### src/sv/titt_pkg.sv
// ----------------------------------------------------------------------------
// titt_pkg : shared types for the timer table
// Request actions, result kinds, slot record layout and controller states.
// ----------------------------------------------------------------------------
`default_nettype none

package titt_pkg;

    localparam int TITT_NUM_SLOTS = 16;

    typedef enum logic [1:0] {
        ACT_TICK   = 2'd0,
        ACT_ADD    = 2'd1,
        ACT_CANCEL = 2'd2,
        ACT_NONE   = 2'd3
    } t_action;

    typedef enum logic [2:0] {
        KIND_FIRED     = 3'd0,
        KIND_DONE      = 3'd1,
        KIND_ADDED     = 3'd2,
        KIND_FULL      = 3'd3,
        KIND_CANCELLED = 3'd4,
        KIND_NOT_FOUND = 3'd5
    } t_kind;

    // one slot record as held in the table memory
    typedef struct packed {
        logic        once;
        logic [31:0] delay;
        logic [31:0] stamp;
        logic [31:0] ident;
    } t_slot;

    typedef enum logic [2:0] {
        ST_IDLE = 3'b001,
        ST_SCAN = 3'b010,
        ST_FIN  = 3'b100
    } t_state;

endpackage

`default_nettype wire

### src/sv/timeout_interval_timer_table.sv
// ----------------------------------------------------------------------------
// timeout_interval_timer_table : table of one-shot and periodic timers
//
//  channel  dir  tdata                                       tuser
//  s_axis   in   [31:0] delay_ticks [32] one_shot             [1:0] action
//                [64:33] cancel_id [71:65] zero
//  m_axis   out  [31:0] timer_id                             [2:0] kind, tlast=last
//
// Every request other than an ignored action code walks the slots in order,
// one slot per cycle, through a registered read of the slot memory; the walk
// runs to the end on a tick, full add or unknown cancel, and stops when add or cancel hits.
// An emitted result holds the walk only while the output register is full.
// Reset clears time, id counter and valid bits at once; no clearing pass.
// ----------------------------------------------------------------------------
`default_nettype none

module timeout_interval_timer_table
    import titt_pkg::*;
#(
    parameter int NUM_SLOTS = TITT_NUM_SLOTS
) (
    input  wire logic        i_clk,
    input  wire logic        i_rst_n,
    input  wire logic        i_s_axis_tvalid,
    output logic             o_s_axis_tready,
    // [31:0] delay_ticks, [32] one_shot, [64:33] cancel_id, [71:65] zero
    input  wire logic [71:0] i_s_axis_tdata,
    // [1:0] action
    input  wire logic [1:0]  i_s_axis_tuser,
    output logic             o_m_axis_tvalid,
    input  wire logic        i_m_axis_tready,
    // [31:0] timer_id
    output logic [31:0]      o_m_axis_tdata,
    // [2:0] kind
    output logic [2:0]       o_m_axis_tuser,
    output logic             o_m_axis_tlast
);

    localparam int IW = (NUM_SLOTS > 1) ? $clog2(NUM_SLOTS) : 1;
    localparam logic [IW-1:0] LAST_IDX = IW'(NUM_SLOTS - 1);

    t_state                r_state, n_state;
    t_action               r_action, n_action;
    logic [31:0]           r_delay, n_delay;
    logic                  r_once, n_once;
    logic [31:0]           r_cid, n_cid;
    logic [31:0]           r_time, n_time;
    logic [31:0]           r_idctr, n_idctr;
    logic [NUM_SLOTS-1:0]  r_valid, n_valid;
    logic [IW-1:0]         r_idx, n_idx;
    logic                  r_out_valid, n_out_valid;
    t_kind                 r_out_kind, n_out_kind;
    logic [31:0]           r_out_id, n_out_id;
    logic                  r_out_last, n_out_last;

    t_slot                 r_mem [NUM_SLOTS];
    t_slot                 r_rdata;

    logic                  s_accept;
    logic                  out_free;
    logic                  hit;
    logic [31:0]           elapsed;
    logic                  rd_en;
    logic [IW-1:0]         rd_addr;
    logic                  wr_en;
    t_slot                 wr_data;
    logic                  emit;
    t_kind                 e_kind;
    logic [31:0]           e_id;
    logic                  e_last;

    assign o_s_axis_tready = (r_state == ST_IDLE);
    assign s_accept        = i_s_axis_tvalid && o_s_axis_tready;
    assign out_free        = !r_out_valid || i_m_axis_tready;
    assign elapsed         = r_time - r_rdata.stamp;

    always_comb begin
        unique case (r_action)
            ACT_TICK:   hit = r_valid[r_idx] && (elapsed > r_rdata.delay);
            ACT_ADD:    hit = !r_valid[r_idx];
            ACT_CANCEL: hit = r_valid[r_idx] && (r_rdata.ident == r_cid);
            default:    hit = 1'b0;
        endcase
    end

    always_comb begin
        n_state  = r_state;
        n_action = r_action;
        n_delay  = r_delay;
        n_once   = r_once;
        n_cid    = r_cid;
        n_time   = r_time;
        n_idctr  = r_idctr;
        n_valid  = r_valid;
        n_idx    = r_idx;
        rd_en    = 1'b0;
        rd_addr  = r_idx + IW'(1);
        wr_en    = 1'b0;
        wr_data  = r_rdata;
        emit     = 1'b0;
        e_kind   = KIND_DONE;
        e_id     = '0;
        e_last   = 1'b1;

        unique case (r_state)
            ST_IDLE: begin
                if (s_accept) begin
                    n_action = t_action'(i_s_axis_tuser);
                    n_delay  = i_s_axis_tdata[31:0];
                    n_once   = i_s_axis_tdata[32];
                    n_cid    = i_s_axis_tdata[64:33];
                    if (t_action'(i_s_axis_tuser) != ACT_NONE) begin
                        n_state = ST_SCAN;
                        n_idx   = '0;
                        rd_en   = 1'b1;
                        rd_addr = '0;
                    end
                    if (t_action'(i_s_axis_tuser) == ACT_TICK) begin
                        n_time = r_time + 32'd1;
                    end
                end
            end
            ST_SCAN: begin
                // hold the slot data while a result is blocked
                if (!(hit && !out_free)) begin
                    if (hit) begin
                        emit = 1'b1;
                        unique case (r_action)
                            ACT_TICK: begin
                                wr_en         = 1'b1;
                                wr_data.stamp = r_time;
                                if (r_rdata.once) begin
                                    n_valid[r_idx] = 1'b0;
                                end
                                e_kind = KIND_FIRED;
                                e_id   = r_rdata.ident;
                                e_last = 1'b0;
                            end
                            ACT_ADD: begin
                                wr_en          = 1'b1;
                                wr_data.once   = r_once;
                                wr_data.delay  = r_delay;
                                wr_data.stamp  = r_time;
                                wr_data.ident  = r_idctr + 32'd1;
                                n_valid[r_idx] = 1'b1;
                                n_idctr        = r_idctr + 32'd1;
                                e_kind         = KIND_ADDED;
                                e_id           = r_idctr + 32'd1;
                                n_state        = ST_IDLE;
                            end
                            default: begin
                                n_valid[r_idx] = 1'b0;
                                e_kind         = KIND_CANCELLED;
                                n_state        = ST_IDLE;
                            end
                        endcase
                    end
                    if (!hit || r_action == ACT_TICK) begin
                        if (r_idx == LAST_IDX) begin
                            n_state = ST_FIN;
                        end else begin
                            n_idx = r_idx + IW'(1);
                            rd_en = 1'b1;
                        end
                    end
                end
            end
            ST_FIN: begin
                if (out_free) begin
                    emit    = 1'b1;
                    n_state = ST_IDLE;
                    unique case (r_action)
                        ACT_ADD:    e_kind = KIND_FULL;
                        ACT_CANCEL: e_kind = KIND_NOT_FOUND;
                        default:    e_kind = KIND_DONE;
                    endcase
                end
            end
            default: begin
                n_state = ST_IDLE;
            end
        endcase

        n_out_valid = r_out_valid;
        n_out_kind  = r_out_kind;
        n_out_id    = r_out_id;
        n_out_last  = r_out_last;
        if (emit) begin
            n_out_valid = 1'b1;
            n_out_kind  = e_kind;
            n_out_id    = e_id;
            n_out_last  = e_last;
        end else if (i_m_axis_tready) begin
            n_out_valid = 1'b0;
        end
    end

    // slot memory: one write and one registered read per cycle
    always_ff @(posedge i_clk) begin
        if (wr_en) begin
            r_mem[r_idx] <= wr_data;
        end
    end

    always_ff @(posedge i_clk) begin
        if (rd_en) begin
            r_rdata <= r_mem[rd_addr];
        end
    end

    always_ff @(posedge i_clk) begin
        if (!i_rst_n) begin
            r_state     <= ST_IDLE;
            r_time      <= '0;
            r_idctr     <= '0;
            r_valid     <= '0;
            r_idx       <= '0;
            r_out_valid <= 1'b0;
        end else begin
            r_state     <= n_state;
            r_time      <= n_time;
            r_idctr     <= n_idctr;
            r_valid     <= n_valid;
            r_idx       <= n_idx;
            r_out_valid <= n_out_valid;
        end
    end

    always_ff @(posedge i_clk) begin
        r_action   <= n_action;
        r_delay    <= n_delay;
        r_once     <= n_once;
        r_cid      <= n_cid;
        r_out_kind <= n_out_kind;
        r_out_id   <= n_out_id;
        r_out_last <= n_out_last;
    end

    assign o_m_axis_tvalid = r_out_valid;
    assign o_m_axis_tdata  = r_out_id;
    assign o_m_axis_tuser  = r_out_kind;
    assign o_m_axis_tlast  = r_out_last;

`ifndef SYNTHESIS
    a_tick_time: assert property (@(posedge i_clk) disable iff (!i_rst_n)
        (s_accept && i_s_axis_tuser == ACT_TICK) |=> (r_time == $past(r_time) + 32'd1))
        else $error("time not advanced by tick");

    a_added_id: assert property (@(posedge i_clk) disable iff (!i_rst_n)
        (r_out_valid && r_out_kind == KIND_ADDED) |-> (r_out_id == r_idctr))
        else $error("added id differs from id counter");

    a_fired_not_last: assert property (@(posedge i_clk) disable iff (!i_rst_n)
        (r_out_valid && r_out_kind == KIND_FIRED) |-> !r_out_last)
        else $error("fired result marked last");

    a_idx_range: assert property (@(posedge i_clk) disable iff (!i_rst_n)
        r_idx <= LAST_IDX)
        else $error("slot index out of range");

    a_one_add: assert property (@(posedge i_clk) disable iff (!i_rst_n)
        $countones(r_valid) <= $countones($past(r_valid)) + 1)
        else $error("more than one slot filled at once");
`endif

endmodule

`default_nettype wire

### config.mk
export PLATFORM = sky130hd
export DESIGN_NAME = timeout_interval_timer_table
export DESIGN_NICKNAME = d
export VERILOG_FILES = /design/src/sv/titt_pkg.sv /design/src/sv/timeout_interval_timer_table.sv
export SDC_FILE = /design/constraint.sdc
export NUM_CORES = 2
export LEC_CHECK = 0
export BUFFER_PORTS_ARGS = -buffer_cell sky130_fd_sc_hd__clkbuf_2
export CELL_PAD_IN_SITES_DETAIL_PLACEMENT = 1
export CELL_PAD_IN_SITES_GLOBAL_PLACEMENT = 1
export CORE_UTILIZATION = 34
export DETAILED_ROUTE_END_ITERATION = 10
export PLACE_DENSITY_LB_ADDON = 0.1
export SETUP_SLACK_MARGIN = 0.5
export SLEW_MARGIN = 25
export SYNTH_ARGS = -nofsm -noshare
export SYNTH_HDL_FRONTEND = slang
export SYNTH_SLANG_ARGS = --single-unit
### constraint.sdc
create_clock -name i_clk -period 26.9 [get_ports i_clk]
set_input_delay 1.345 -clock i_clk [delete_from_list [all_inputs] [get_ports i_clk]]
set_output_delay 1.345 -clock i_clk [all_outputs]
set_load 0.02 [all_outputs]
==> metrics.csv <==
stage,metric,value,unit
status,result of the run,"finished, final reports clean",
floorplan,core area,222100,um2
cells_and_area,flip-flop and latch area,54380,um2
flow_run,reported max-cap violation count,0,
worst_setup_path,required time at the worst-slack endpoint,27360,ps
pwr,total power draw,6.153,mW
timing,Setup-failing EPs final,0,
floorplan,row count,173,
synth,area of the mapped netlist,75970,um2
synth,xor/xnor cell area share of the yosys netlist,1.476,%
synth,adder and majority gate portion of the synthesized area,1.163,%
global_route,maximum number of pins on one net before global-route repair,179,
floorplan,Initial Utilization,34.21,%
timing,final hold viol count,0,
synth,largest family of logic cells by synthesized area,simple AND/OR/NAND/NOR gates,
clock_network,CTS max path bufs,3,
worst_setup_path,Worst setup SP type,flip-flop,
synth,fraction of the mapped netlist area in compound gates,6.617,%
clock_network,H-tree Lvls,4,
global_route,Tot GR Track Use,20.83,%
global_route,GRT met2 Usage,34.89,%
worst_setup_path,Crit Path Class,flip-flop to flip-flop,
timing,Worst Tran Pin Value,1425,ps
synth,mean cell area of the mapped netlist,13.55,um2
placed_design,count of port buffers added during placement,108,
detailed_routing,WL final,234800,um
floorplan,die height,474.7,um
worst_setup_path,Worst EP arrival,9730,ps
global_route,overflow left after global routing,0,
cells_and_area,most frequent cells in the layout,"edfxtp_1, nand2_1, nand3_1",
cells_and_area,Filler cells,22910,
global_route,vias in the first global route,49070,
floorplan,IO Pins,116,
detailed_routing,detailed-routing iteration count for the pre-antenna-repair pass,5,
detailed_routing,post-detailed-route wirelength per cell,26.58,um
clock_network,cts hold-fix bufs,0,
global_route,global-route wire length before repair,343700,um
global_route,number of antenna violations at the first check in global routing,7,
synth,Seq cells post-synth,1840,
timing,RSZ-0062 raised after global routing,false,
pwr,maximum resistive drop on vdd,0.00005312,V
worst_hold_path,Worst Hold Class,flip-flop to flip-flop,
detailed_routing,total number of vias,46970,
clock_network,setup bufs post-CTS,0,
cells_and_area,area of the multi-input gates,20190,um2
clock_network,clock sink total,1840,
synth,"Async S/R FF share, synth",0,%
global_route,most crowded layer after global routing,met2,
placed_design,dpl hpwl,121900,um
synth,register area share after synthesis,71.57,%
timing,worst rel slew slack,4.972,%
synth,number of enable flip-flop cells after synthesis,1752,
synth,number of warnings reported in the yosys synthesis log,0,
detailed_routing,number of remaining DRC errors,0,
timing,setup clock skew after layout,51.75,ps
clock_network,CTS tree,done,
cells_and_area,net count reported at finish,5836,
synth,simple-gate share of the synthesized area,11.64,%
synth,cell count after synthesis,5606,
synth,ys flop type,edfxtp_1,
detailed_routing,number of nets with antenna violations after routing,0,
cells_and_area,layout cells sized above 1,12.52,%
detailed_routing,number of vias per cell after detailed routing,5.317,
cells_and_area,"leading cell type in the layout, fill and taps excluded",edfxtp_1,
synth,multiplexer fraction of the synthesized cell area,5.334,%
timing,number of pins with negative max-slew slack in the final report,0,
pwr,LEAKAGE,28.34,nW
timing,final clock period utilization by the worst path,34.47,%
synth,number of nets produced by synthesis,5754,
worst_setup_path,CP Capture Type,flip-flop,
floorplan,Total Die Area,225300,um2
timing,maximum clock rate,0.1079,GHz
floorplan,horizontal die dimension,474.7,um
timing,Tmin final,9272,ps
synth,"Distinct cells, synth",69,
clock_network,Worst-Skew Late Latency,860,ps
detailed_routing,initial DRC count,3204,
timing,Setup TNS,0,ps
cells_and_area,area growth from synthesis to layout,13.88,%
global_route,met3 layer usage reported by global route,2.514,%
clock_network,post-CTS sizing,0,
clock_network,"Reg clk slew, reported paths",60,ps
global_route,met1 global-route usage,28.94,%
worst_setup_path,biggest fanout along the worst timing path,42,
pwr,power density over the cells,71.12,nW/um2
clock_network,Root Buffer Master,clkbuf_16,
placed_design,global placement routability congestion,0.8271,
clock_network,Inserted Clock Buffers,204,
-- critical path, stage by stage (launching register included) --
cell and delay, ps:
dfxtp_1 400, inv_1 60, ha_1 220, inv_1 70, fa_1 220, a21oi_1 100, o211ai_1 350, a311oi_1 150
buf_4 180, nor3_1 520, o21ai_0 330, a31oi_1 300, a211oi_1 140, xnor2_1 170, ha_1 310, nand4_1 180
or4_1 680, or2_1 280, a31oi_1 240, o211a_2 210, buf_4 380, inv_2 360, a21o_4 430, nor2_4 720
buf_4 840, buf_4 870
-- power breakdown --
part	internal (mW)	switching, mW
combinational	0.0750	0.221
sequential	3.20	0.0189
clock	1.47	1.17
-- final timing paths --
path,start,endpoint,slack [ps],depth (start not counted)
worst min-delay path,r_idctr[31],r_idctr[31],470,2
worst max-delay path,r_time[0],r_mem[13][40],17630,25
worst max register to register,r_time[0],r_mem[13][40],17630,25
worst min register to register,r_idctr[31],r_idctr[31],470,2
-- cell type report --
class / count / area share, %
timing repair buffer: 230 / 1.918
tap: 2975 / 4.303
antenna: 4 / 0.01157
clock inverter: 114 / 1.004
clock buffer: 259 / 6.210
sequential: 1840 / 62.85
inverter: 84 / 0.3645
multi-input combinational: 3328 / 23.34
-- logic make-up (layout without fill, tap and decap cells) --
| family | after synthesis | after routing |
|---|---|---|
| XOR/XNOR | 128 | 128 |
| adder cells (fa/ha/maj) | 70 | 70 |
| other | 0 | 4 |
| flip-flops | 1840 | 1840 |
| multiplexers | 374 | 374 |
| AND/OR/NAND/NOR | 2002 | 2002 |
| AO/OA/AOI/OAI | 754 | 754 |
| buffers and inverters | 438 | 687 |
-- sequential cells by signal (all words and copies together) (netlist names), named ones only --
signal and count:
o_m_axis_tdata 32, o_m_axis_tlast 1, o_m_axis_tuser 3, o_m_axis_tvalid 1, r_action 2, r_cid 32
r_delay 32, r_idctr 32, r_idx 4, r_mem 1552, r_once 1, r_rdata 97
r_state 3, r_time 32
-- cell usage after synthesis, types with 46 or more instances --
library cell,instances,area [um2]
ha_1,69,863.3
xnor2_1,46,402.9
a21oi_1,160,800.8
inv_1,83,311.6
dfxtp_1,88,1762
xor2_1,82,718.2
mux2_2,161,1813
a31oi_1,128,800.8
o211ai_1,174,1306
a311oi_1,48,420.4
nor2_1,152,570.6
mux2i_1,178,1782
a21o_1,52,390.4
edfxtp_1,1752,52610
clkbuf_1,304,1141
o21ai_0,92,460.4
nand2_1,973,3652
nand3_1,699,3498
-- routing by layer --
layer / part of all wire, % / routed length [um]
met5: 0 / 0
met4: 1.7 / 3929
met1: 47 / 110000
met3: 3.5 / 8109
met2: 48 / 112700
-- through the flow --
step                      cell area (um2)  std cells  utilization (%)  hold slack, ps  setup slack [ps]
after floorplan                     75970       5606                -           434.8             17500
after global placement              80180       8455            36.10           456.3             17560
after detailed placement            80210       8456            36.12           470.6             17520
after CTS                           86460       8829            38.93           478.8             17440
after global routing                86510       8831            38.95           499.0             17080
final                               86510       8834            38.95           474.3             17630
Power figures use the tool's default switching activity.
